--- src/rtl/cv2d_pkg.sv ---
package cv2d_pkg;

	// default sizing of the block
	localparam int DEF_MAX_WIDTH       = 1024;
	localparam int DEF_MAX_KERNEL      = 7;
	localparam int DEF_COEFF_FRAC_BITS = 14;
	localparam int DEF_CHANNELS        = 3;

	// fixed field widths
	localparam int PIX_W   = 8;
	localparam int COEF_W  = 16;
	localparam int ROW_W   = 16;
	localparam int OCOL_W  = 10;
	localparam int WREG_W  = 11;
	localparam int PROD_W  = COEF_W + PIX_W + 1;
	localparam int APB_AW  = 5;
	localparam int APB_DW  = 32;

	// input commands
	localparam logic [1:0] CMD_LOAD  = 2'd0;
	localparam logic [1:0] CMD_PIXEL = 2'd1;
	localparam logic [1:0] CMD_FLUSH = 2'd2;

	// register indexes
	localparam logic [2:0] REG_WIDTH  = 3'd0;
	localparam logic [2:0] REG_HEIGHT = 3'd1;
	localparam logic [2:0] REG_CHAN   = 3'd2;
	localparam logic [2:0] REG_RADX   = 3'd3;
	localparam logic [2:0] REG_RADY   = 3'd4;

	// register reset values
	localparam logic [10:0] RST_WIDTH  = 11'd640;
	localparam logic [15:0] RST_HEIGHT = 16'd480;
	localparam logic [1:0]  RST_CHAN   = 2'd3;
	localparam logic [1:0]  RST_RAD    = 2'd1;

	// control from the tap sequencer to each lane
	typedef struct packed {
		logic clear;
		logic tap_s1;
	} lane_ctrl_t;

endpackage

--- src/rtl/cv2d_lane.sv ---
module cv2d_lane #(
	parameter int ACC_W = 31
) (
	input  logic                                  clk,
	input  logic                                  arst_n,
	input  cv2d_pkg::lane_ctrl_t                  ctrl,
	input  logic signed [cv2d_pkg::COEF_W-1:0]    coeff,
	input  logic [cv2d_pkg::PIX_W-1:0]            pixel,
	output logic signed [ACC_W-1:0]               acc
);
	import cv2d_pkg::*;

	logic signed [PROD_W-1:0] prod_s2;
	logic                     val_s2;
	logic signed [ACC_W-1:0]  acc_q;

	// tap valid follows the product stage
	always_ff @(posedge clk or negedge arst_n) begin
		if (!arst_n) begin
			val_s2 <= 1'b0;
		end else begin
			val_s2 <= ctrl.tap_s1;
		end
	end

	// coefficient times sample
	always_ff @(posedge clk) begin
		prod_s2 <= PROD_W'(coeff * $signed({1'b0, pixel}));
	end

	// window accumulator
	always_ff @(posedge clk) begin
		if (ctrl.clear) begin
			acc_q <= '0;
		end else if (val_s2) begin
			acc_q <= acc_q + ACC_W'(prod_s2);
		end
	end

	assign acc = acc_q;
endmodule

--- config.mk ---
export PLATFORM = sky130hd
export DESIGN_NAME = cv2d_lane
export DESIGN_NICKNAME = d
export VERILOG_FILES = /design/src/rtl/cv2d_pkg.sv /design/src/rtl/cv2d_lane.sv
export SDC_FILE = /design/constraint.sdc
export NUM_CORES = 1
export LEC_CHECK = 0
export BUFFER_PORTS_ARGS = -buffer_cell sky130_fd_sc_hd__buf_2
export CORE_MARGIN = 2
export CORE_UTILIZATION = 26
export DETAILED_ROUTE_END_ITERATION = 8
export GPL_TIMING_DRIVEN = 1
export PLACE_DENSITY = 0.39
export REMOVE_ABC_BUFFERS = 1
export SYNTH_ARGS = -nofsm -noshare
export SYNTH_HDL_FRONTEND = slang
export SYNTH_SLANG_ARGS = --single-unit
--- constraint.sdc ---
create_clock -name clk -period 4.03 [get_ports clk]
set_clock_uncertainty 0.15 [all_clocks]
set_input_delay 0.806 -clock clk [delete_from_list [all_inputs] [get_ports clk]]
set_output_delay 0.806 -clock clk [all_outputs]
set_load 0.05 [all_outputs]
==> key figures <==
Run status
  • Status: finished, violations left
  • Failing checks: negative setup slack

Place
  • Placed Area: between 9000 and 10,000 sq um
  • Detailed placement HPWL: roughly 17 mm
  • Global placement routability congestion: between 0.7 and 0.8
  • Port-buffer cells: slightly below 60
  • Place WS: -1512 ps

Setup path
  • RR Startpoint: acc[0]
  • CP endpoint kind: flop
  • Crit. path cell count: 17
  • CP dominant cell by count: fa_1
  • Critical path endpoint: prod_s2[23]
  • Crit path max fanout: 6
  • Worst-path cell with the longest stage delay: fa_1
  • Worst reg2reg setup slack: a little under 800 ps
  • RR Endpoint: acc[30]
  • Critical Path, Cell by Cell: buf_12 -> nand2_4 -> fa_1 -> inv_2 -> fa_1 -> fa_1 -> inv_1 -> fa_1 -> inv_2 -> ha_4 -> or4_4 -> o21ai_4 -> a311oi_4 -> o41ai_4 -> a21oi_2 -> a311oi_2 -> xnor2_1
  • CP bufs+invs: 4
  • Worst setup startpoint: pixel[2]
  • Worst setup SP type: primary input
  • Delay-heaviest family, CP: adder cells
  • CP arrival: between 4000 and 5000 ps
  • Reg2reg path depth: 10
  • Crit Path Category: in2reg
  • Required time of the critical path: around 4000 ps
  • Max stage delay on crit path: 540 ps

Yosys
  • Post-synth EDFFs: 0
  • Distinct cells, synth: a little under 70
  • Synth warnings: 0
  • Ys async rst share: under 10%
  • Synth Instances: 936
  • Most used DFF post-synth: dfxtp_1
  • Mapped cell area: about 8100 sq um
  • Post-synthesis sequential area ratio: 14.16%
  • #FFs+latches synth: 57
  • Syn_area_per_cell: around 8.6 sq um

Floorplanning
  • DIE HEIGHT: 180.4 microns
  • Die area: between 30,000 and 40,000 sq um
  • Chip Width: between 150 and 200 microns
  • # rows: 64
  • I/O Pins: slightly below 60
  • CORE AREA: roughly 30,000 sq um
  • Initial Utilization: about a quarter

STA
  • Setup ws final: -755.4 ps
  • Worst-Margin Slew: 725.0 ps
  • Final setup violation count: 16
  • Final Slew Violations: 0
  • RSZ-0062 raised after global routing: yes
  • Final worst path period share: 118.7%
  • Hold Fails Final Rpt: 0
  • Slew HR: between 50 and 60%
  • Min Tclk post-route: between 4000 and 5000 ps
  • Fin Setup TNS: -7596 ps
  • Max Clock Freq: ~210 MHz

Detailed routing
  • DR WL/cell: 14.35 microns
  • DRT Pass-1 Iters: 4
  • Via density: 4.406
  • DR iter-0 viols: ~280
  • Residual DRC: 0
  • Post-Route WL: between 20 and 25 mm
  • Routed Antenna Nets: 0
  • Routed vias: roughly 6,600

Clocking
  • Worst-case clock buffer depth: 2
  • Root buffer cell: clkbuf_16
  • CTS H-tree lvls: 3
  • CTS clk-pin slew, worst paths: about 50 ps
  • Clk_lat worst skew: 330 ps
  • CTS tree: built
  • CTS buffer count: 9
  • # clock sinks: 57
  • # hold bufs at CTS: 0

Job
  • Max-cap violations: 0

Pwr
  • Leak pwr: 5.411 nW
  • Maximum VDD drop: roughly 0.00031 V
  • Power density over the cells: between 800 and 900 nW/um^2
  • Total power: about 0.0095 W

Worst hold path
  • Hold Path Class: in2async

Layout
  • Design area: between 10,000 and 15,000 sq um
  • Layout cell share with drive strength beyond 1: around 33%
  • Reg area: roughly 1100 sq um
  • Area of the multi-input gates: about 7000 sq um
  • # diodes: 0
  • Fill cell count: ~3,200
  • Net count of the finished layout: approximately 1,300
  • Area Growth Syn to Fin: 38.27%

Global routing
  • First-pass GRT wire length: 35.59 mm
  • Antenna violations before repair: 0
  • GRT overflow: 0
  • Overall routing resource usage: about an eighth
  • Vias in the first global route: 6,884
  • Largest net degree at the start of global routing: 42
==> worst min path at each step <==
stage,startpoint,endpoint,cells after the start
floorplan,arst_n,val_s2,0
global placement,acc[16],acc[16],2
detailed placement,acc[16],acc[16],2
CTS,arst_n,val_s2,1
global route,arst_n,val_s2,1
finish,arst_n,val_s2,1
==> synth_stat cells, types with 6 or more instances <==
cell type	instances	area share (%)
a211oi_1	9	0.83
a21o_1	30	2.8
a21oi_1	44	2.7
a31oi_1	9	0.70
and2_1	82	6.3
and3_1	6	0.46
clkbuf_1	25	1.2
dfxtp_1	56	14
fa_1	103	25
ha_1	80	12
inv_1	160	7.4
mux2i_1	10	1.2
nand2_1	74	3.4
nand2b_1	17	1.3
nand3_1	10	0.62
nand3b_1	8	0.74
nor2_1	31	1.4
nor3_1	12	0.74
nor3b_1	8	0.74
o211ai_1	7	0.65
o21a_1	11	1.0
o21ai_0	28	1.7
or3b_2	6	0.65
xnor2_1	21	2.3
xor2_1	14	1.5
==> repair_timing <==
| action | CTS | global route |
|---|---|---|
| endpoints found under the setup margin | 17 | 17 |
| pin swaps | 73 | 78 |
| gates resized for setup | 152 | 124 |
| buffers inserted | 13 | 14 |
| cloned | 3 | 2 |
==> sequential cells by signal, indices dropped and copies added, names as in the netlist <==
name     cells
acc         31
prod_s2     25
val_s2       1
==> final cells by class <==
cell class | instances | share of cell area [%]
Tap cell | 396 | 4.429
Inverter | 160 | 5.368
Sequential cell | 57 | 10.26
Timing Repair Buffer | 186 | 14.93
Clock buffer | 12 | 2.293
Multi-Input combinational cell | 691 | 62.37
Clock inverter | 3 | 0.3579
==> worst register-to-register path: stages, from the launching register on <==
cell and delay (ps):
dfxtp_1 350, ha_1 210, inv_1 70, fa_1 400, nand2b_1 200, a21oi_2 300
o21ai_2 160, o211a_1 260, o21a_1 270, o221a_1 280, or4_1 500
==> logic make-up (layout without fill, tap and decap cells) <==
kind of cell,count (synthesis),count (layout),share of synthesized area (%)
adders and majority gates,183,183,37.85
xor gates and xnor gates,35,35,3.789
buffers and inverters,188,361,8.737
AOI/OAI and AO/OA,187,187,15.70
muxes,10,10,1.237
and+or+nand+nor,276,276,18.52
DFF,57,57,14.16
==> power by group <==
| part | total (W) | internal (W) | switching [W] |
|---|---|---|---|
| clock | 0.000767 | 0.000506 | 0.000261 |
| sequential | 0.00103 | 0.000845 | 0.000185 |
| combinational | 0.00767 | 0.00364 | 0.00402 |
| total | 0.00946 | 0.00499 | 0.00447 |
==> routing by layer <==
layer	global-route usage [%]	part of all wire, %	up-vias
li1	-	-	3417
met1	19.22	51	3128
met2	21.33	46	75
met3	1.091	2.1	11
met4	2.581	0.91	0
met5	0	0	-
==> cells in the final DEF, fill, tap and decap left out, types with 7 or more instances in the layout <==
cell type,n
inv_1,127
fa_1,93
o21ai_0,20
ha_1,61
a21oi_1,33
and2_1,65
buf_12,8
nand2_1,55
nand2_2,14
mux2i_1,10
buf_4,99
buf_2,36
nand2b_1,16
clkbuf_16,11
and2_4,17
inv_2,33
o211ai_1,7
nor3b_1,8
nand3b_1,8
nor2_1,28
a21oi_2,8
ha_4,19
a21o_1,30
buf_6,31
xnor2_1,17
nor3_1,11
a211oi_1,7
nand3_1,7
buf_8,7
o21a_1,9
dfxtp_1,56
fa_2,10
xor2_1,14
==> metrics by stage <==
| step | instances | util, % | hold WS (ps) |
|---|---|---|---|
| 2_1_floorplan | 908 | - | 360.4 |
| 6_report | 1505 | 36.58 | 96.55 |
| 5_1_grt | 1505 | 36.58 | 89.36 |
| 3_3_place_gp | 1462 | 31.13 | 338.1 |
| 3_5_place_dp | 1462 | 31.13 | 342.3 |
| 4_1_cts | 1492 | 34.56 | 84.77 |
No activity file was read; power rests on OpenSTA's default activity.
