File: config.mk
export PLATFORM = sky130hd
export DESIGN_NAME = cv2d_merge_flat
export DESIGN_NICKNAME = d
export VERILOG_FILES = /design/src/rtl/cv2d_pkg.sv /design/src/rtl/cv2d_out_if.sv /design/src/rtl/cv2d_merge.sv /design/src/flat_wrapper.sv
export SDC_FILE = /design/constraint.sdc
export NUM_CORES = 1
export LEC_CHECK = 0
export BUFFER_PORTS_ARGS = -buffer_cell sky130_fd_sc_hd__buf_2
export CORE_UTILIZATION = 30
export DETAILED_ROUTE_END_ITERATION = 6
export PLACE_DENSITY = 0.67
export SYNTH_ARGS = -nofsm -noshare
export SYNTH_HDL_FRONTEND = slang
export SYNTH_SLANG_ARGS = --single-unit
File: constraint.sdc
create_clock -name clk -period 0.8 [get_ports clk]
set_input_delay 0.08 -clock clk [delete_from_list [all_inputs] [get_ports clk]]
set_output_delay 0.08 -clock clk [all_outputs]
set_load 0.005 [all_outputs]
File: src/rtl/cv2d_pkg.sv
package cv2d_pkg;

	// default sizing of the block
	localparam int DEF_MAX_WIDTH       = 1024;
	localparam int DEF_MAX_KERNEL      = 7;
	localparam int DEF_COEFF_FRAC_BITS = 14;
	localparam int DEF_CHANNELS        = 3;

	// fixed field widths
	localparam int PIX_W   = 8;
	localparam int COEF_W  = 16;
	localparam int ROW_W   = 16;
	localparam int OCOL_W  = 10;
	localparam int WREG_W  = 11;
	localparam int PROD_W  = COEF_W + PIX_W + 1;
	localparam int APB_AW  = 5;
	localparam int APB_DW  = 32;

	// input commands
	localparam logic [1:0] CMD_LOAD  = 2'd0;
	localparam logic [1:0] CMD_PIXEL = 2'd1;
	localparam logic [1:0] CMD_FLUSH = 2'd2;

	// register indexes
	localparam logic [2:0] REG_WIDTH  = 3'd0;
	localparam logic [2:0] REG_HEIGHT = 3'd1;
	localparam logic [2:0] REG_CHAN   = 3'd2;
	localparam logic [2:0] REG_RADX   = 3'd3;
	localparam logic [2:0] REG_RADY   = 3'd4;

	// register reset values
	localparam logic [10:0] RST_WIDTH  = 11'd640;
	localparam logic [15:0] RST_HEIGHT = 16'd480;
	localparam logic [1:0]  RST_CHAN   = 2'd3;
	localparam logic [1:0]  RST_RAD    = 2'd1;

	// control from the tap sequencer to each lane
	typedef struct packed {
		logic clear;
		logic tap_s1;
	} lane_ctrl_t;

endpackage

File: src/rtl/cv2d_out_if.sv
interface cv2d_out_if;
	logic        valid;
	logic        ready;
	logic [7:0]  out_ch0;
	logic [7:0]  out_ch1;
	logic [7:0]  out_ch2;
	logic [15:0] out_row;
	logic [9:0]  out_col;
	logic        last_of_frame;

	modport source (output valid, out_ch0, out_ch1, out_ch2, out_row, out_col,
		last_of_frame, input ready);
	modport sink (input valid, out_ch0, out_ch1, out_ch2, out_row, out_col,
		last_of_frame, output ready);
endinterface

File: src/rtl/cv2d_merge.sv
module cv2d_merge #(
	parameter int ACC_W           = 31,
	parameter int COEFF_FRAC_BITS = 14
) (
	input  logic                              clk,
	input  logic                              arst_n,
	input  logic                              load,
	input  logic signed [ACC_W-1:0]           sum [3],
	input  logic [1:0]                        nch,
	input  logic [cv2d_pkg::ROW_W-1:0]        row,
	input  logic [cv2d_pkg::OCOL_W-1:0]       col,
	input  logic                              last,
	cv2d_out_if.source                        results
);
	import cv2d_pkg::*;

	logic [PIX_W-1:0] pix [3];
	logic             valid_q;
	logic [PIX_W-1:0] ch_q [3];
	logic [ROW_W-1:0] row_q;
	logic [OCOL_W-1:0] col_q;
	logic             last_q;

	// drop the fraction toward zero and clamp to a byte
	function automatic logic [PIX_W-1:0] sat(input logic signed [ACC_W-1:0] s);
		logic [ACC_W-1:0] q;
		q = ACC_W'($unsigned(s) >> COEFF_FRAC_BITS);
		if (s <= 0) begin
			return '0;
		end else if (q > ACC_W'(255)) begin
			return 8'd255;
		end else begin
			return q[PIX_W-1:0];
		end
	endfunction

	// merge the lanes, inactive channels read zero
	always_comb begin
		for (int c = 0; c < 3; c++) begin
			pix[c] = (c < int'(nch)) ? sat(sum[c]) : '0;
		end
	end

	// output register
	always_ff @(posedge clk or negedge arst_n) begin
		if (!arst_n) begin
			valid_q <= 1'b0;
		end else if (load) begin
			valid_q <= 1'b1;
		end else if (results.ready) begin
			valid_q <= 1'b0;
		end
	end

	always_ff @(posedge clk) begin
		if (load) begin
			ch_q   <= pix;
			row_q  <= row;
			col_q  <= col;
			last_q <= last;
		end
	end

	assign results.valid         = valid_q;
	assign results.out_ch0       = ch_q[0];
	assign results.out_ch1       = ch_q[1];
	assign results.out_ch2       = ch_q[2];
	assign results.out_row       = row_q;
	assign results.out_col       = col_q;
	assign results.last_of_frame = last_q;
endmodule

File: src/flat_wrapper.sv
// flat-port wrapper written by rule: the top's interface ports become plain ports
module cv2d_merge_flat import cv2d_pkg::*;
#(
	parameter int ACC_W           = 31,
	parameter int COEFF_FRAC_BITS = 14
)
  (clk, arst_n, load, sum, nch, row, col, last, results_valid, results_out_ch0, results_out_ch1, results_out_ch2, results_out_row, results_out_col, results_last_of_frame, results_ready);
  cv2d_out_if results_i ();
  input  logic clk;
  input  logic arst_n;
  input  logic load;
  input  logic signed [ACC_W-1:0] sum[3];
  input  logic [1:0] nch;
  input  logic [cv2d_pkg::ROW_W-1:0] row;
  input  logic [cv2d_pkg::OCOL_W-1:0] col;
  input  logic last;
  output wire logic [$bits(results_i.valid)-1:0] results_valid;
  output wire logic [$bits(results_i.out_ch0)-1:0] results_out_ch0;
  output wire logic [$bits(results_i.out_ch1)-1:0] results_out_ch1;
  output wire logic [$bits(results_i.out_ch2)-1:0] results_out_ch2;
  output wire logic [$bits(results_i.out_row)-1:0] results_out_row;
  output wire logic [$bits(results_i.out_col)-1:0] results_out_col;
  output wire logic [$bits(results_i.last_of_frame)-1:0] results_last_of_frame;
  input wire logic [$bits(results_i.ready)-1:0] results_ready;
  assign results_valid = results_i.valid;
  assign results_out_ch0 = results_i.out_ch0;
  assign results_out_ch1 = results_i.out_ch1;
  assign results_out_ch2 = results_i.out_ch2;
  assign results_out_row = results_i.out_row;
  assign results_out_col = results_i.out_col;
  assign results_last_of_frame = results_i.last_of_frame;
  assign results_i.ready = results_ready;
  cv2d_merge #(.ACC_W(ACC_W), .COEFF_FRAC_BITS(COEFF_FRAC_BITS)) u_core (.clk(clk), .arst_n(arst_n), .load(load), .sum(sum), .nch(nch), .row(row), .col(col), .last(last), .results(results_i));
endmodule
==> impl_metrics.toml, run 1 <==
[floorplan]
ios = 178
start_util = 0.311
die-area_sq_um = 6860
die_h_um = 82.8
rows = 29
die_x_um = 82.8
fp.coreArea_sq_um = 6310

[setup_path]
setup.worst_path.class = "reg2out"
cp_top_family = "flip-flops"
cp_max_fo = 1
required_ns = 0.72
worstPathCellList = "buf_2"
crit_arrival_ns = 0.82
path_buf_inv = 1
cp_slowest_stage_delay_ns = 0.38
slowest_stage = "edfxtp_1"
startpoint_type = "flip-flop"
endpoint_kind = "output port"

[route]
drcViolationCount = 0
ant_nets = 0
vias = 1567
wirelength_mm = 4.46
wire_per_inst_um = 12.1
first_iter_violations = 39
vias_per_cell = 4.25
first_pass_iters = 3

[clock_tree]
numCtsBuffers = 5
cts.path.max_buffers = 2
cts-root-buf = "clkbuf_8"
cts_tree = "yes"
clk_pin_slew_ns = 0.09
cts_sinks = 52
clock_latency_ns = 0.29
h-tree-depth = 2

[final_layout]
finish.instance_area_sq_um = 3270
final_nets = 417
syn2layout_area_growth_pct = 66.7
drive_gt1_frac = 0.545
final_cell_mix = "buf_2 (135), edfxtp_1 (51), dlygate4sd3_1 (28), inv_1 (25), a31oi_1 (24)"
layout_commonest_cell = "buf_2"
diodes = 0
utilization = 0.518

[timing]
fin_crit_sh = 1.12
tightest_slew_ns = 0.317
slew_headroom = 0.788
setup_tns_ns = -3.91
max_freq_mhz = 1110
rsz0062_at_grt = "true"
maxSlewViolCount = 0
setup_ws_ns = -0.0983
finalClockSkew_ns = 0
setup_viol_count_final = 52
hold_viol = 0
fin_crit_ns = 0.898

[synth]
synth_top_area_frac = 0.781
synth.area.top_cells = "edfxtp_1 (78%), a31oi_1 (7.7%), nor4_4 (6.5%)"
syn_inst = 112
syn_avg_cell_area_sq_um = 17.5
yosysSeqAreaShare = 0.794
syn_nets = 238
yosysTopAreaCell = "edfxtp_1"
ys_ff_latch = 52
syn_area_sq_um = 1960
yosysWarnings = 0
synth_cell_types = 10

[placement]
place_congestion = 0.726
dp_slack_ns = -0.205
portBuffers = 135
place_area_sq_um = 2820
dp_hpwl_mm = 3.52

[min_path]
hold_class = "in2reg"

[flow_run]
cap_violations = 0

[global_routing]
grtUsageTotal = 0.133
grt_pass1_wl_mm = 7.16
grt_pass1_vias = 1571
grt_max_degree = 28
antenna_found_initial = 0
overflow = 0

[power_and_ir_drop]
power_density_nw_per_um2 = 1960
power_w = 0.00641
p_leak_nw = 1.50
worst_ir_drop_vdd_mv = 0.897

[outcome]
violations = "setup timing"
status = "finished, violations left"
final timing paths:
check | from | endpoint | slack, ns | cells past startpoint
min in group asynchronous | arst_n | u_core.results.valid | 0.09 | 2
worst min-delay path | results_ready | u_core.results.valid | 0.05 | 3
worst max register to register | u_core.results.valid | u_core.results.valid | 0.02 | 2
worst max-delay path | u_core.results.out_row[11] | results_out_row[11] | -0.1 | 1
max in group asynchronous | arst_n | u_core.results.valid | 0.62 | 2
worst min register to register | u_core.results.valid | u_core.results.valid | 0.59 | 2
Yosys cell counts:
master,number
a21o_1,1
a31oi_1,24
clkbuf_1,1
dfrtp_1,1
edfxtp_1,51
inv_1,25
nand2b_1,1
nand3b_1,1
nor4_4,6
o21bai_1,1
layer usage:
metal / vias to the layer above / wire length, um / GRT usage
met5: - / 0 / 0
met4: 0 / 63 / 0.0533
met3: 4 / 244 / 0.0288
met2: 69 / 2520 / 0.255
met1: 710 / 1630 / 0.140
li1: 784 / - / -
flip-flops by register name, indices dropped and copies added (netlist names):
register                      count
u_core.results.last_of_frame      1
u_core.results.out_ch2            8
u_core.results.out_col           10
u_core.results.out_ch1            8
u_core.results.valid              1
u_core.results.out_row           16
u_core.results.out_ch0            8
report_power, final:
part | switching (W) | internal (W) | total (W)
Clock | 0.000793 | 0.00156 | 0.00235
Sequential | 0.0000495 | 0.00322 | 0.00327
Combinational | 0.000338 | 0.000448 | 0.000787
Total | 0.00118 | 0.00523 | 0.00641
cell families (layout without fill, tap and decap cells):
group / Yosys count / count (layout) / synth area share
simple gates: 8 / 8 / 0.0721
buf+inv: 26 / 206 / 0.0498
flops: 52 / 52 / 0.794
compound gates: 26 / 26 / 0.0842
per-stage QoR:
step | hold WS (ns) | cells
global placement | -0.144 | 332
floorplan | -0.216 | 112
global route | 0.0602 | 369
detailed placement | -0.139 | 332
finish | 0.0549 | 369
CTS | 0.0491 | 368
area by class of cell:
class / count / area [sq um]
timing repair buffer: 173 / 1060
clock buffer: 5 / 68.8
sequential: 52 / 1560
tap: 77 / 96.3
multi-input combinational: 34 / 307
fill: 582 / 3050
clock inverter: 3 / 90.1
inverter: 25 / 93.8
repair_timing:
action	4_1_cts	5_1_grt
endpoints found under the hold margin	28	0
hold buffers	28	0
setup endpoints to repair	52	52
resized for setup	0	0
setup buffers	0	1
(Power assumes the default switching activity.)
==> run 2: changes to the inputs <==
==> constraint.sdc (replaced) <==
create_clock -name clk -period 1.1 [get_ports clk]
set_input_delay 0.11 -clock clk [delete_from_list [all_inputs] [get_ports clk]]
set_output_delay 0.11 -clock clk [all_outputs]
set_load 0.005 [all_outputs]
==> run 2 against run 1 <==
  * The flow now finishes without violations
  * Worst setup slack better by 0.27 ns
  * Critical path depth stayed put
  * Clock-buffer cell count stayed put
  * Combinational power is 29% lower
  * Hold slack better by 0.024 ns
  * Register-to-register slack better by 0.43 ns
  * Final cell count is 1.6% lower
  * Sequential share of layout area is 1.9 points higher
  * Clock power is 58% lower
  * Clock skew stayed put
  * Utilization is 2.0 points lower
  * Sequential power is 27% lower
  * Largest power group unchanged
==> impl_metrics.toml, run 2 (synthesis results as in run 1) <==
[outcome]
status = "complete, no violations"

[setup_path]
required_ns = 0.99
crit_arrival_ns = 0.81
worstPathCellList = "buf_2"
r2r-end = "u_core.results.valid"
r2r_slack_ns = 0.45
endpoint_kind = "output port"
cp_max_fo = 1
slowest_stage = "edfxtp_1"
cp_top_family = "flip-flops"
setup.worst_path.class = "reg2out"
startpoint_type = "flip-flop"
rr_worst_depth = 1
cp_slowest_stage_delay_ns = 0.38
reg2reg_from = "u_core.results.valid"
path_buf_inv = 1

[global_routing]
grtUsageTotal = 0.132
antenna_found_initial = 0
overflow = 0
grt_pass1_wl_mm = 7.07
grt_max_degree = 53
grt_pass1_vias = 1503

[route]
first_iter_violations = 73
first_pass_iters = 4
wl_met1_mm = 1.74
met3_length_um = 390
wl_met2_mm = 2.18
ant_nets = 0
vias = 1558
wirelength_mm = 4.42
wire_per_inst_um = 12.2
drcViolationCount = 0
vias_per_cell = 4.29
top_layer = "met4"

[power_and_ir_drop]
clkPwrFrac = 0.252
p_leak_nw = 1.43
power_density_nw_per_um2 = 1250
worst_ir_drop_vdd_mv = 0.728
p_int_w = 0.00309
p_sw_w = 0.000836
seqPwrFrac = 0.606
switching_share = 0.213
comb_power_share = 0.142

[timing]
setup_tns_ns = 0
fin_crit_sh = 0.840
hold_viol = 0
rsz0062_at_grt = "false"
tightest_slew_ns = 0.420
fin_crit_ns = 0.924
maxSlewViolCount = 0
setup_ws_ns = 0.176
slew_headroom = 0.718
setup_viol_count_final = 0
finalClockSkew_ns = 0
max_freq_mhz = 1080

[min_path]
hold_class = "in2reg"
hp-start = "results_ready"
worst_hold_path.num_cells = 3
hold_end = "u_core.results.valid"

[clock_tree]
cts_tree = "yes"
clk_pin_slew_ns = 0.08
cts.path.max_buffers = 2
cts_sinks = 52
cts-root-buf = "clkbuf_8"
post_cts_buffers = 0
h-tree-depth = 2
numCtsBuffers = 5
clock_latency_ns = 0.29
cts_resized = 0

[flow_run]
cap_violations = 0

[floorplan]
rows = 29
die_x_um = 82.8
start_util = 0.311
ios = 178
die-area_sq_um = 6860
die_h_um = 82.8
fp.coreArea_sq_um = 6310

[placement]
place_area_sq_um = 2780
dp_hpwl_mm = 3.36
dp_slack_ns = -0.0248
place_congestion = 0.801
portBuffers = 135

[final_layout]
largest_reg_flops = 16
syn2layout_area_growth_pct = 60.2
final_nets = 412
layout_commonest_cell = "buf_2"
finish.instance_area_sq_um = 3140
ff_latch_area_sq_um = 1560
diodes = 0
final_cell_mix = "buf_2 (135), edfxtp_1 (51), dlygate4sd3_1 (28), inv_1 (25), a31oi_1 (24)"
num-fill-cells = 564
drive_gt1_frac = 0.535
multi_input_area_sq_um = 307
[run 2: how the worst max path moves through the flow]
stage	from	slack, ns	cells after the start	endpoint
final	u_core.results.out_ch1[3]	0.18	1	results_out_ch1[3]
after global routing	u_core.results.out_col[9]	0.12	1	results_out_col[9]
after CTS	u_core.results.out_col[9]	0.15	1	results_out_col[9]
after detailed placement	sum[56]	-0.02	3	u_core.results.out_ch1[0]
after global placement	sum[56]	-0.01	3	u_core.results.out_ch1[0]
after floorplan	sum[91]	0.20	2	u_core.results.out_ch0[0]
[run 2: power by group through the flow]
stage	registers [W]	logic (W)	clock network, W
final	0.00238	0.000557	0.000988
after global routing	0.00240	0.000612	0.00112
after CTS	0.00238	0.000565	0.00105
after detailed placement	0.00243	0.000486	0
after global placement	0.00242	0.000477	0
after floorplan	0.00245	0.0000728	0
[run 2: routing by layer]
metal	vias up	track usage
li1	774	-
met1	684	0.149
met2	90	0.230
met3	10	0.0427
met4	0	0.0580
met5	-	0
[run 2: repair_timing]
| item | 4_1_cts | 5_1_grt |
|---|---|---|
| hold buffers | 28 | 0 |
| hold endpoints to repair | 28 | 0 |
| endpoints found under the setup margin | 0 | 0 |
[run 2: final cells by class]
cell class | instances | share of cell area
Timing Repair Buffer | 168 | 0.320
Inverter | 25 | 0.0299
Sequential cell | 52 | 0.496
Multi-Input combinational cell | 34 | 0.0976
Tap cell | 77 | 0.0307
Clock buffer | 5 | 0.0219
Clock inverter | 2 | 0.00398
[run 2: metrics by stage]
stage / total power, W / hold slack, ns / utilization / cells
global route: 0.00412 / 0.104 / 0.497 / 363
finish: 0.00392 / 0.0789 / 0.497 / 363
floorplan: 0.00253 / -0.186 / - / 112
detailed placement: 0.00291 / -0.112 / 0.440 / 328
CTS: 0.00400 / 0.0722 / 0.497 / 363
global placement: 0.00290 / -0.115 / 0.440 / 328
==> run 3: changes to the inputs <==
==> constraint.sdc (replaced) <==
create_clock -name clk -period 0.89 [get_ports clk]
set_input_delay 0.089 -clock clk [delete_from_list [all_inputs] [get_ports clk]]
set_output_delay 0.089 -clock clk [all_outputs]
set_load 0.005 [all_outputs]
==> run 3 against run 2 <==
  * The flow now finishes with violations (setup timing)
  * Via count is 2.2% higher
  * Register-to-register slack worse by 0.33 ns
  * Power is 33% higher
  * Die area stayed put
  * First-iteration DRC count is 47% lower
  * Critical path type unchanged
  * Highest routed layer unchanged
==> impl_metrics.toml, run 3 (synthesis results as in run 1) <==
[outcome]
status = "finished, violations left"
violations = "setup timing"

[clock_tree]
numCtsBuffers = 5
cts_resized = 0
cts_sinks = 52
cts-root-buf = "clkbuf_8"
cts_tree = "yes"
cts.path.max_buffers = 2
h-tree-depth = 2
clock_latency_ns = 0.29
clk_pin_slew_ns = 0.09

[timing]
setup_ws_ns = -0.0357
rsz0062_at_grt = "true"
setup_tns_ns = -0.323
fin_crit_ns = 0.926
setup_viol_count_final = 27
slew_headroom = 0.791
tightest_slew_ns = 0.312
max_freq_mhz = 1080
maxSlewViolCount = 0
finalClockSkew_ns = 0
hold_viol = 0
fin_crit_sh = 1.04

[setup_path]
r2r-end = "u_core.results.valid"
crit_start = "u_core.results.out_ch0[5]"
worstPathCellList = "buf_2"
r2r_slack_ns = 0.12
setup.worst_path.class = "reg2out"
cp_top_family = "flip-flops"
path_buf_inv = 1
endpoint_kind = "output port"
startpoint_type = "flip-flop"
slowest_stage = "edfxtp_1"
cp_max_fo = 1
reg2reg_from = "u_core.results.valid"
rr_worst_depth = 2
required_ns = 0.80
cp_slowest_stage_delay_ns = 0.39
crit_arrival_ns = 0.84

[final_layout]
largest_reg_flops = 16
num-fill-cells = 553
layout_commonest_cell = "buf_2"
syn2layout_area_growth_pct = 63.6
diodes = 0
final_nets = 417
final_cell_mix = "buf_2 (135), edfxtp_1 (51), dlygate4sd3_1 (28), inv_1 (25), a31oi_1 (24)"
drive_gt1_frac = 0.541
finish.instance_area_sq_um = 3210

[min_path]
hp-start = "results_ready"
worst_hold_path.num_cells = 3
hold_end = "u_core.results.valid"
hold_class = "in2reg"

[floorplan]
die-area_sq_um = 6860
ios = 178
start_util = 0.311
die_x_um = 82.8
fp.coreArea_sq_um = 6310
die_h_um = 82.8
rows = 29

[route]
vias_per_cell = 4.31
drcViolationCount = 0
first_pass_iters = 4
wirelength_mm = 4.63
vias = 1592
first_iter_violations = 39
wire_per_inst_um = 12.5
ant_nets = 0

[placement]
dp_hpwl_mm = 3.52
portBuffers = 135
place_area_sq_um = 2810
place_congestion = 0.833

[power_and_ir_drop]
clkPwrFrac = 0.301
switching_share = 0.209
p_int_w = 0.00413
worst_ir_drop_vdd_mv = 0.671
power_w = 0.00522
p_leak_nw = 1.47
p_sw_w = 0.00109
power_density_nw_per_um2 = 1630
seqPwrFrac = 0.565
comb_power_share = 0.134

[global_routing]
grtUsageTotal = 0.138
grt_pass1_vias = 1630
grt_max_degree = 37
antenna_found_initial = 0
overflow = 0
grt_pass1_wl_mm = 7.45

[flow_run]
cap_violations = 0
-- run 3: through the flow --
stage          cells  hold WS, ns  setup slack [ns]  utilization
2_1_floorplan    112       -0.207            0.0118            -
3_3_place_gp     332       -0.136            -0.109        0.445
3_5_place_dp     332       -0.135            -0.130        0.445
4_1_cts          368       0.0449           -0.0559        0.507
5_1_grt          369       0.0482           -0.0866        0.508
6_report         369       0.0520           -0.0357        0.508
-- run 3: timing repair --
item / CTS / global route
endpoints found under the hold margin: 28 / 0
setup endpoints to repair: 50 / 52
buffers inserted: 0 / 1
pin swaps: 0 / 0
hold buffers: 28 / 0
-- run 3: worst max path at each step --
stage	to	slack (ns)	depth (start not counted)
4_1_cts	results_out_ch2[6]	-0.06	1
6_report	results_out_ch0[5]	-0.04	1
3_5_place_dp	u_core.results.out_ch1[3]	-0.13	4
2_1_floorplan	u_core.results.out_ch0[0]	0.01	2
5_1_grt	results_out_ch2[6]	-0.09	1
3_3_place_gp	u_core.results.out_ch2[7]	-0.11	4
-- run 3: cell type report --
cell class                 count  area (sq um)  area share
sequential                    52          1560       0.485
timing repair buffer         173          1040       0.325
multi-input combinational     34           307      0.0956
tap                           77          96.3      0.0300
inverter                      25          93.8      0.0293
clock buffer                   5          68.8      0.0215
clock inverter                 3          42.5      0.0133
-- run 3: power groups by stage --
stage | Clock, W | Combinational [W] | Sequential (W)
after floorplan | 0 | 0.0000900 | 0.00303
after global placement | 0 | 0.000596 | 0.00300
after detailed placement | 0 | 0.000605 | 0.00301
after CTS | 0.00163 | 0.000702 | 0.00295
after global routing | 0.00170 | 0.000770 | 0.00297
final | 0.00157 | 0.000700 | 0.00295
-- run 3: metal layers --
metal | global-route usage | routed length [um] | vias to the layer above
met5 | 0 | 0 | -
met4 | 0.0533 | 89 | 0
met3 | 0.0408 | 351 | 8
met2 | 0.241 | 2270 | 94
met1 | 0.159 | 1920 | 705
li1 | - | - | 785
